==> config.mk <==
export PLATFORM = sky130hd
export DESIGN_NAME = voice_sysex_frame_builder
export DESIGN_NICKNAME = d
export VERILOG_FILES = /design/src/rtl/vsfb_pkg.sv /design/src/rtl/voice_sysex_frame_builder.sv /design/src/rtl/vsfb_front.sv /design/src/rtl/vsfb_queue.sv /design/src/rtl/vsfb_back.sv
export VERILOG_INCLUDE_DIRS = /design/src /design/src/rtl
export SDC_FILE = /design/constraint.sdc
export NUM_CORES = 1
export LEC_CHECK = 0
export ABC_AREA = 0
export BUFFER_PORTS_ARGS = -buffer_cell sky130_fd_sc_hd__buf_2
export CORE_ASPECT_RATIO = 1.2
export CORE_MARGIN = 5
export CORE_UTILIZATION = 52
export CTS_BUF_LIST = sky130_fd_sc_hd__clkbuf_4
export DETAILED_ROUTE_END_ITERATION = 6
export PLACE_DENSITY = 0.7
export SETUP_SLACK_MARGIN = 0.3
export SYNTH_ARGS = -nofsm -noshare
export SYNTH_HDL_FRONTEND = slang
export SYNTH_SLANG_ARGS = --single-unit
==> constraint.sdc <==
create_clock -name clk -period 4.25 [get_ports clk]
set_input_delay 0.2125 -clock clk [delete_from_list [all_inputs] [get_ports clk]]
set_output_delay 0.2125 -clock clk [all_outputs]
set_load 0.01 [all_outputs]
==> src/rtl/voice_sysex_frame_builder_assert.svh <==
// Assertion macros for the voice SysEx frame builder.
// Used by the front, queue and back modules; no other dependencies.
`ifndef VOICE_SYSEX_FRAME_BUILDER_ASSERT_SVH
`define VOICE_SYSEX_FRAME_BUILDER_ASSERT_SVH
`ifndef SYNTHESIS
`define VSFB_ASSERT_IMP(lbl, clk, rst, ante, cons, msg) \
  lbl: assert property (@(posedge clk) disable iff (rst) (ante) |-> (cons)) \
    else $error(msg);
`define VSFB_ASSERT_NXT(lbl, clk, rst, ante, cons, msg) \
  lbl: assert property (@(posedge clk) disable iff (rst) (ante) |=> (cons)) \
    else $error(msg);
`else
`define VSFB_ASSERT_IMP(lbl, clk, rst, ante, cons, msg)
`define VSFB_ASSERT_NXT(lbl, clk, rst, ante, cons, msg)
`endif
`endif

==> src/rtl/vsfb_pkg.sv <==
`timescale 1ns / 1ps
// Shared types, frame constants and byte conversion rules of the voice SysEx builder.
// No dependencies.
package vsfb_pkg;

  localparam logic [7:0] SYX_START  = 8'hF0;
  localparam logic [7:0] MFR_ID     = 8'h43;
  localparam logic [7:0] FMT_VCED   = 8'h03;
  localparam logic [7:0] CNT_MSB    = 8'h00;
  localparam logic [7:0] CNT_LSB    = 8'h5D;
  localparam logic [7:0] SYX_END    = 8'hF7;
  localparam logic [7:0] RULE_CLAMP = 8'hFF;
  localparam logic [7:0] CHAR_SPACE = 8'h20;

  localparam logic [6:0] POS_LAST     = 7'd92;
  localparam logic [6:0] POS_COMMON   = 7'd52;
  localparam logic [6:0] POS_NAME     = 7'd77;
  localparam logic [6:0] POS_NAME_END = 7'd87;
  localparam logic [3:0] OP_OFF_LAST  = 4'd12;

  typedef struct packed {
    logic [7:0] data;
    logic [6:0] chk;
    logic       hdr;
    logic       trl;
  } q_entry_t;

  // mask per byte of an operator group
  function automatic logic [7:0] op_rule(input logic [3:0] off);
    logic [7:0] r;
    unique case (off) inside
      4'd0, 4'd1, 4'd2: r = 8'h1F;
      4'd3, 4'd4:       r = 8'h0F;
      4'd6:             r = 8'h03;
      4'd7, 4'd9, 4'd12: r = 8'h07;
      4'd8:             r = 8'h01;
      4'd11:            r = 8'h3F;
      default:          r = RULE_CLAMP;
    endcase
    return r;
  endfunction

  // mask per common byte, offset from the first common position
  function automatic logic [7:0] common_rule(input logic [4:0] off);
    logic [7:0] r;
    unique case (off) inside
      5'd0, 5'd1, 5'd8:                   r = 8'h07;
      5'd6, 5'd11, 5'd13, 5'd16, 5'd17, 5'd18: r = 8'h01;
      5'd7, 5'd9:                         r = 8'h03;
      default:                            r = RULE_CLAMP;
    endcase
    return r;
  endfunction

  function automatic logic [6:0] sat7(input logic signed [15:0] v);
    logic [6:0] r;
    if (v[15]) r = 7'd0;
    else if (|v[14:7]) r = 7'd127;
    else r = v[6:0];
    return r;
  endfunction

  function automatic logic [7:0] apply_rule(input logic [7:0] rule,
                                            input logic signed [15:0] v);
    logic [7:0] r;
    if (rule == RULE_CLAMP) r = {1'b0, sat7(v)};
    else r = v[7:0] & rule;
    return r;
  endfunction

endpackage

==> src/rtl/voice_sysex_frame_builder.sv <==
`timescale 1ns / 1ps
// Top level of the voice-dump SysEx frame builder: device register, front end,
// queue and back end. Depends on vsfb_pkg, vsfb_front, vsfb_queue, vsfb_back.
//
// Takes 93 voice parameter values in wire order and emits one 101-byte frame
// (F0 43 dev 03 00 5D, 93 data bytes, checksum, F7 with last set). A value
// normally produces one output beat; the first of a frame produces seven and the
// last three. The output register sends one byte per cycle while out_stall is
// low; the front end takes one value per cycle while the QUEUE_DEPTH-entry queue
// has room. The first byte passes through the queue and then the output register
// before it is presented.
// device_number is captured on a cfg write and read when the header is sent; write it between frames.
module voice_sysex_frame_builder #(
  parameter int QUEUE_DEPTH = 4
) (
  input  logic               clk,
  input  logic               rst,
  input  logic               cfg_valid,
  output logic               cfg_ready,
  input  logic [3:0]         device_number,
  input  logic               in_valid,
  output logic               in_stall,
  input  logic signed [15:0] value,
  input  logic               pad,
  output logic               out_valid,
  input  logic               out_stall,
  output logic [7:0]         byte_res,
  output logic               last
);

  logic [3:0]          dev;
  logic                push, full, pop, head_valid;
  vsfb_pkg::q_entry_t  push_data, head;

  assign cfg_ready = 1'b1;

  always_ff @(posedge clk) begin
    if (rst) dev <= 4'd0;
    else if (cfg_valid && cfg_ready) dev <= device_number;
  end

  vsfb_front u_front (
    .clk       (clk),
    .rst       (rst),
    .in_valid  (in_valid),
    .in_stall  (in_stall),
    .value     (value),
    .pad       (pad),
    .q_full    (full),
    .push      (push),
    .push_data (push_data)
  );

  vsfb_queue #(.DEPTH(QUEUE_DEPTH)) u_queue (
    .clk        (clk),
    .rst        (rst),
    .push       (push),
    .push_data  (push_data),
    .full       (full),
    .pop        (pop),
    .head_valid (head_valid),
    .head       (head)
  );

  vsfb_back u_back (
    .clk        (clk),
    .rst        (rst),
    .dev        (dev),
    .head_valid (head_valid),
    .head       (head),
    .pop        (pop),
    .out_valid  (out_valid),
    .out_stall  (out_stall),
    .byte_res   (byte_res),
    .last       (last)
  );

endmodule

==> src/rtl/vsfb_front.sv <==
`timescale 1ns / 1ps
// Front end: accepts parameter values, converts each to its data byte, keeps the
// frame position and running checksum. Depends on vsfb_pkg.
`include "voice_sysex_frame_builder_assert.svh"
module vsfb_front (
  input  logic                    clk,
  input  logic                    rst,
  input  logic                    in_valid,
  output logic                    in_stall,
  input  logic signed [15:0]      value,
  input  logic                    pad,
  input  logic                    q_full,
  output logic                    push,
  output vsfb_pkg::q_entry_t      push_data
);

  logic [6:0] pos;
  logic [3:0] op_off;
  logic [6:0] sum;
  logic [6:0] pos_next;
  logic [3:0] op_off_next;
  logic [6:0] sum_next;

  logic       is_op, is_com, is_name;
  logic [7:0] rule;
  logic [7:0] data;
  logic [6:0] sum_base;
  logic [6:0] sum_new;
  logic       frame_end;

  assign in_stall = q_full;
  assign push     = in_valid && !q_full;

  assign is_op   = pos < vsfb_pkg::POS_COMMON;
  assign is_com  = !is_op && (pos < vsfb_pkg::POS_NAME);
  assign is_name = (pos >= vsfb_pkg::POS_NAME) && (pos < vsfb_pkg::POS_NAME_END);
  assign frame_end = pos == vsfb_pkg::POS_LAST;

  always_comb begin
    rule = is_op ? vsfb_pkg::op_rule(op_off)
                 : vsfb_pkg::common_rule(5'(pos - vsfb_pkg::POS_COMMON));
    if (is_op || is_com) data = vsfb_pkg::apply_rule(rule, value);
    else if (is_name) data = pad ? vsfb_pkg::CHAR_SPACE : value[7:0];
    else data = {1'b0, vsfb_pkg::sat7(value)};
  end

  assign sum_base = (pos == 7'd0) ? 7'd0 : sum;
  assign sum_new  = sum_base + data[6:0];

  always_comb begin
    push_data.data = data;
    push_data.chk  = 7'd0 - sum_new;
    push_data.hdr  = pos == 7'd0;
    push_data.trl  = frame_end;
  end

  always_comb begin
    pos_next    = pos;
    op_off_next = op_off;
    sum_next    = sum;
    if (push) begin
      pos_next    = frame_end ? 7'd0 : pos + 7'd1;
      op_off_next = (frame_end || op_off == vsfb_pkg::OP_OFF_LAST) ? 4'd0 : op_off + 4'd1;
      sum_next    = frame_end ? 7'd0 : sum_new;
    end
  end

  always_ff @(posedge clk) begin
    if (rst) begin
      pos    <= 7'd0;
      op_off <= 4'd0;
      sum    <= 7'd0;
    end else begin
      pos    <= pos_next;
      op_off <= op_off_next;
      sum    <= sum_next;
    end
  end

  `VSFB_ASSERT_IMP(a_pos_range, clk, rst, 1'b1, pos <= vsfb_pkg::POS_LAST, "position past frame end")
  `VSFB_ASSERT_NXT(a_wrap, clk, rst, push && frame_end, pos == 7'd0 && op_off == 4'd0, "frame did not wrap")

endmodule

==> src/rtl/vsfb_queue.sv <==
`timescale 1ns / 1ps
// Small register queue between front and back ends.
// Depends on vsfb_pkg for the entry type.
`include "voice_sysex_frame_builder_assert.svh"
module vsfb_queue #(
  parameter int DEPTH = 4
) (
  input  logic                clk,
  input  logic                rst,
  input  logic                push,
  input  vsfb_pkg::q_entry_t  push_data,
  output logic                full,
  input  logic                pop,
  output logic                head_valid,
  output vsfb_pkg::q_entry_t  head
);

  localparam int PW = (DEPTH > 1) ? $clog2(DEPTH) : 1;
  localparam int CW = $clog2(DEPTH + 1);
  localparam logic [PW-1:0] PTR_LAST = PW'(DEPTH - 1);
  localparam logic [CW-1:0] CNT_FULL = CW'(DEPTH);

  vsfb_pkg::q_entry_t slots [DEPTH];
  logic [PW-1:0] wr_ptr, rd_ptr;
  logic [CW-1:0] cnt;

  assign full       = cnt == CNT_FULL;
  assign head_valid = cnt != '0;
  assign head       = slots[rd_ptr];

  always_ff @(posedge clk) begin
    if (push) slots[wr_ptr] <= push_data;
  end

  always_ff @(posedge clk) begin
    if (rst) begin
      wr_ptr <= '0;
      rd_ptr <= '0;
      cnt    <= '0;
    end else begin
      if (push) wr_ptr <= (wr_ptr == PTR_LAST) ? '0 : wr_ptr + PW'(1);
      if (pop) rd_ptr <= (rd_ptr == PTR_LAST) ? '0 : rd_ptr + PW'(1);
      if (push && !pop) cnt <= cnt + CW'(1);
      else if (pop && !push) cnt <= cnt - CW'(1);
    end
  end

  `VSFB_ASSERT_IMP(a_no_overflow, clk, rst, full, !push, "push into full queue")

endmodule

==> src/rtl/vsfb_back.sv <==
`timescale 1ns / 1ps
// Back end: serializes each queued entry into header, data and trailer bytes
// through a registered output stage. Depends on vsfb_pkg.
`include "voice_sysex_frame_builder_assert.svh"
module vsfb_back (
  input  logic                clk,
  input  logic                rst,
  input  logic [3:0]          dev,
  input  logic                head_valid,
  input  vsfb_pkg::q_entry_t  head,
  output logic                pop,
  output logic                out_valid,
  input  logic                out_stall,
  output logic [7:0]          byte_res,
  output logic                last
);

  typedef enum logic [3:0] {
    PH_START, PH_H0, PH_H1, PH_H2, PH_H3, PH_H4, PH_H5, PH_DATA, PH_CHK, PH_END
  } phase_t;

  phase_t     phase, cur, nxt;
  logic       out_load, step;
  logic [7:0] b;
  logic       b_last;

  assign out_load = !out_valid || !out_stall;
  assign step     = head_valid && out_load;

  always_comb begin
    cur = phase;
    if (phase == PH_START) cur = head.hdr ? PH_H0 : PH_DATA;
  end

  always_comb begin
    b_last = 1'b0;
    nxt    = PH_START;
    pop    = 1'b0;
    b      = head.data;
    unique case (cur)
      PH_H0:   begin b = vsfb_pkg::SYX_START; nxt = PH_H1; end
      PH_H1:   begin b = vsfb_pkg::MFR_ID;    nxt = PH_H2; end
      PH_H2:   begin b = {4'd0, dev};         nxt = PH_H3; end
      PH_H3:   begin b = vsfb_pkg::FMT_VCED;  nxt = PH_H4; end
      PH_H4:   begin b = vsfb_pkg::CNT_MSB;   nxt = PH_H5; end
      PH_H5:   begin b = vsfb_pkg::CNT_LSB;   nxt = PH_DATA; end
      PH_DATA: begin
        b   = head.data;
        nxt = head.trl ? PH_CHK : PH_START;
        pop = step && !head.trl;
      end
      PH_CHK:  begin b = {1'b0, head.chk};    nxt = PH_END; end
      PH_END:  begin
        b      = vsfb_pkg::SYX_END;
        b_last = 1'b1;
        nxt    = PH_START;
        pop    = step;
      end
      default: begin b = head.data; nxt = PH_START; end
    endcase
  end

  always_ff @(posedge clk) begin
    if (rst) begin
      phase     <= PH_START;
      out_valid <= 1'b0;
      last      <= 1'b0;
      byte_res  <= 8'd0;
    end else begin
      if (step) begin
        phase    <= nxt;
        byte_res <= b;
      end
      if (out_load) begin
        out_valid <= head_valid;
        last      <= b_last && head_valid;
      end
    end
  end

  `VSFB_ASSERT_IMP(a_last_is_end, clk, rst, out_valid && last, byte_res == vsfb_pkg::SYX_END, "last on a byte other than F7")

endmodule

* After elaboration in Yosys (flattened, before gate mapping)
Memory sizes are Yosys's and may differ from the RTL's. A register that Yosys moved wholly into a read port is not among the register bits. Cells that the tools add are included.
Operators by class: reductions and logical operators 31, bitwise gates (word level) 1, mux-type cells 28, add/sub/neg operators 9, equality and inequality tests 34, $lt $le $gt $ge 4
Operator list (number):
- $pmux 8 s8 | 1
- $pmux 8 s6 | 1
- $mux 8 | 5
- $mux 7 | 5
- $pmux 4 s8 | 1
- $eq 4x3->1 const B | 7
- $eq 4x4->1 const B | 6
- $pmux 8 s3 | 1
- $eq 5x4->1 const B | 4
- $eq 4x2->1 const B | 4
- $eq 5x5->1 const B | 3
- $lt 7x7->1 const B | 2
- $mux 4 | 3
- $eq 5x3->1 const B | 2
- $mux 3 | 3
- $reduce_or 3->1 | 3
- $and 8x8->8 | 1
- $eq 4x1->1 const B | 2
- $eq 8x8->1 const B | 1
- $logic_and 1x1->1 | 8
- $logic_not 4->1 | 2
- $mux 2 | 4
- $reduce_or 8->1 | 1
- $add 7x1->7 const B | 1
- other kinds (23) | 36
Word-level totals: RAM bits 68, bits in registers 43, memories kept 1
Memory list:
- u_queue.slots | depth 4, width 17, rd ports 1, clocked after Yosys merged registers in 1, write ports 1, RTL line vsfb_queue.sv:23 | vsfb_pkg::q_entry_t slots [DEPTH];

* Depth between registers and ports, before layout
word-level depth 10, mapped depth 19, depth with buffers taken out 19

* Cells and area by module
Synthesis repeated with hierarchy kept, for this count alone.
Unflattened totals: cell total of the unflattened synthesis 537, area, all modules 6070.8 um^2
Modules (own cells, without submodules):
- vsfb_queue | cells an instance 133, times used 1, seq. area each 2222.1 um^2, area an instance 2934.1 um^2
- vsfb_front | cells an instance 267, times used 1, seq. area each 360.3 um^2, area an instance 1966.9 um^2
- vsfb_back | cells an instance 122, times used 1, seq. area each 280.3 um^2, area an instance 1018.5 um^2
- voice_sysex_frame_builder | cells an instance 15, times used 1, seq. area each 80.1 um^2, area an instance 151.4 um^2

* Least setup slack after synthesis
Ideal clock, no wire load.
path kind reg2reg, from reg u_front.pos[0], to mem u_queue.slots[0][8] in the netlist's numbering (data pin), period minus slack after synthesis 3563 ps, stages on the path, launching flop included 18, required time 3974 ps, slack 687 ps, data arrival time 3287 ps, cell sequence dfxtp_1 > inv_1 > ha_1 > mux2_2 > o21bai_1 > nand4_1 > nand2_1 > nand2_1 > o31a_1 > a21oi_1 > ha_1 > a21o_1 > a21oi_1 > o21bai_1 > a21oi_1 > xnor2_1 > nor3_1 > xnor2_1
RTL lines:
- start, declared | RTL line vsfb_front.sv:17 | logic [6:0] pos;
- start signal, assigned | RTL line vsfb_front.sv:74 | pos <= pos_next;
- end, declared | RTL line vsfb_queue.sv:23

==> qor.yml <==
floorplanning:
  die_x_um: 106
  start_util_pct: 52.7
  die_h_um: 125
  die_area_mm2: 0.0133
  coreArea_mm2: 0.0109
  io-pin-count: 38
  num_rows: 42
synth:
  ys.flop_type: "edfxtp_1"
  yosysWarningCount: 0
  avgSynthCellArea_um2: 10.9
  syn_area_mm2: 0.00576
  synth_top_cell_area_share_pct: 35.4
  synth_enable_flop_cells: 68
  synthArstFlopShare_pct: 0
  netlist_instances: 529
  ys_seq_area_share_pct: 51.1
  ys_ff_latch: 113
  synth.distinct_cells: 62
  synthTopCellsByArea: "edfxtp_1 (35%), dfxtp_1 (16%), mux4_2 (4.7%), ha_1 (4.6%), nor2_1 (4.6%)"
  synth_fp_nets: 578
  yosysTopAreaCell: "edfxtp_1"
power_and_ir_drop:
  power.leakage_uw: 0.00247
  ir_drop_mv: 0.223
  swShare_pct: 36.2
  power.share.sequential_pct: 43.5
  p_per_area_mw_per_mm2: 570
  internal_power_uw: 2350
  p_comb_share_pct: 37.7
  clockPowerShare_pct: 18.7
  p_sw_uw: 1330
clocking:
  clk_path_buf_depth: 2
  root_buffer: "clkbuf_4"
  cts_sinks: 113
  numCtsBuffers: 17
  path_clk_slew_ns: 0.10
  clkLatencyLatePin_ns: 0.52
  ctsHtreeMaxLevel: 4
  tritoncts: "done"
timing:
  setup_tns_ns: 0
  final_hold_viol_count: 0
  maxSlewViolCount: 0
  setup_viol: 0
  worst_pin_slew_ns: 0.896
  fin_crit_sh_pct: 90.5
  fmax_mhz: 260
  clock_skew_ns: 0.0134
  slew-limit-headroom_pct: 40.3
  grt_setup_unrepaired: "no"
  min_period_ns: 3.85
  fin_ws_ns: 0.403
setup_path:
  crit_path_end_kind: "flop"
  cp_max_fo: 7
  worstPathArrival_ns: 4.11
  start_kind: "flop"
  path_class: "reg2reg"
  crit_required_ns: 4.51
routing:
  dr.pass1.iters: 5
  drc_errors: 0
  num_vias: 4262
  routed_wl_mm: 12.4
  wl_per_cell_um: 17.2
  drtIter0Drc: 243
  routed_via_density: 5.93
  ant_nets: 0
global_routing:
  grt_remaining_overflow: 0
  antenna_found_initial: 0
  grt_pass1_vias: 4285
  grt_use_total_pct: 19.6
  grt_max_degree: 37
  grt_pass1_wl_mm: 20.5
finish:
  finalNetCount: 623
  drive_gt1_share_pct: 20.3
  antenna_cells: 0
  area_growth_pct: 11.8
  final_cell_area_mm2: 0.00644
  final_cell_count_no_fill: 719
  fin_util_pct: 58.9
place:
  routabilityCongestion: 0.902
  port_buffers: 36
  post_dp_cell_area_mm2: 0.00603
  pre_cts_ws_ns: 0.237
  dpl.hpwl_mm: 8.78
  numPlacedInstances: 676
job:
  maxCapViolCount: 0
min_path:
  hold_path_class: "in2reg"
run_status:
  status: "completed"
## registers in the layout (all words and copies together) (netlist names), named ones only
signal / cells
u_queue.slots: 68
u_back.byte_res: 8
u_front.pos: 7
u_front.sum: 7
dev: 4
u_back.phase: 4
u_front.op_off: 4
u_queue.cnt: 3
u_queue.rd_ptr: 2
u_queue.wr_ptr: 2
u_back.last: 1
u_back.out_valid: 1
## cell usage after synthesis, types with 5 or more instances
master / instances
nor3_1: 15
o22ai_1: 7
edfxtp_1: 68
inv_1: 22
nand3_1: 9
a21oi_1: 41
mux4_1: 5
mux4_2: 12
and3_1: 6
dfxtp_1: 45
xnor2_1: 11
nand2b_1: 8
and2_1: 11
xor2_1: 9
nor2b_1: 7
a22oi_1: 11
ha_1: 21
o21ai_0: 19
clkbuf_1: 16
or3_1: 5
mux2i_1: 9
nor2_1: 70
nand2_1: 31
nand4_1: 6
## final timing paths
check	from	to	slack, ns	cells after the start
worst max-delay path	u_front.pos[1]	u_queue.slots[0][8]	0.40	18
worst max register to register	u_front.pos[1]	u_queue.slots[0][8]	0.40	18
worst min register to register	u_back.byte_res[7]	u_back.byte_res[7]	0.46	2
worst min-delay path	cfg_valid	dev[1]	0.04	3
## timing repair
action,CTS,global route
endpoints found under the hold margin,6,0
hold buffers,5,0
setup endpoints to repair,4,17
buffers inserted,0,6
pin swaps,0,6
resized for setup,4,16
## layout make-up
| cell class | count | area, um^2 |
|---|---|---|
| fillers | 925 | 4490 |
| flip-flops and latches | 113 | 2950 |
| multi-input cells | 365 | 2670 |
| repair buffers | 55 | 335 |
| clock buffers | 22 | 165 |
| well taps | 132 | 165 |
| inverters | 22 | 82.6 |
| clock inverters | 10 | 72.6 |
## power by group through the flow
stage,Clock (uW),Combinational [uW],Sequential (uW)
floorplan,0,1040,1560
global placement,0,1290,1610
detailed placement,0,1330,1620
CTS,705,1350,1600
global route,762,1550,1630
finish,688,1390,1600
## cells in the final DEF (no fill, tap or decap), drive strengths merged, types with 3 or more instances in the layout
cell type / Yosys / routed
edfxtp: 68 / 68
a221oi: 3 / 3
o21ai: 20 / 20
nand4: 6 / 6
dfxtp: 45 / 45
xnor2: 11 / 11
nand2: 31 / 31
nor2b: 7 / 7
or3: 5 / 5
buf: 12 / 50
mux4: 17 / 17
o22ai: 7 / 7
clkbuf: 17 / 22
and3: 6 / 6
a21oi: 42 / 42
nand2b: 8 / 8
a21o: 4 / 4
clkinv: 0 / 9
ha: 21 / 21
nor3: 15 / 15
inv: 22 / 22
a211oi: 5 / 5
nand3: 9 / 9
and2: 11 / 11
nor2: 70 / 70
dlygate4sd3: 0 / 5
a22oi: 11 / 11
mux2i: 9 / 9
o21bai: 3 / 3
nor4: 3 / 3
o211ai: 4 / 4
xor2: 9 / 9
## worst max-delay path, cell delays in order (launching register included)
cell and delay [ns]:
dfxtp_4 0.40, inv_1 0.07, ha_1 0.23, mux2_2 0.29, o21bai_1 0.17, nand4_1 0.26, a21boi_2 0.24, o21ai_0 0.11
nand2_1 0.16, ha_1 0.19, inv_1 0.06, fa_1 0.37, nand2b_4 0.17, a21oi_2 0.18, o21a_1 0.13, nor2_1 0.06
xnor2_2 0.25, xnor2_2 0.11, xnor2_2 0.16
## routing by layer
| metal | GRT usage, % | vias to the layer above | wire length [um] |
|---|---|---|---|
| li1 | - | 2039 | - |
| met5 | 0 | - | 0 |
| met4 | 7.77 | 0 | 274 |
| met1 | 21.8 | 2093 | 4880 |
| met3 | 5.41 | 27 | 514 |
| met2 | 35.2 | 103 | 6730 |
## stage by stage
stage / total power (uW) / hold slack (ns)
floorplan: 2600 / 0.357
global placement: 2900 / 0.443
detailed placement: 2950 / 0.454
CTS: 3650 / 0.00602
global route: 3940 / 0.0126
finish: 3680 / 0.0390
## cells by family after synthesis
kind of cell / Yosys count / synth area share, %
simple gates: 180 / 15.1
compound gates: 114 / 12.9
flops: 113 / 51.1
buf+inv: 51 / 3.80
mux: 27 / 8.73
fa+ha+maj: 23 / 5.26
xor+xnor: 20 / 3.04
other cells: 1 / 0.0651
(Power assumes the default switching activity.)
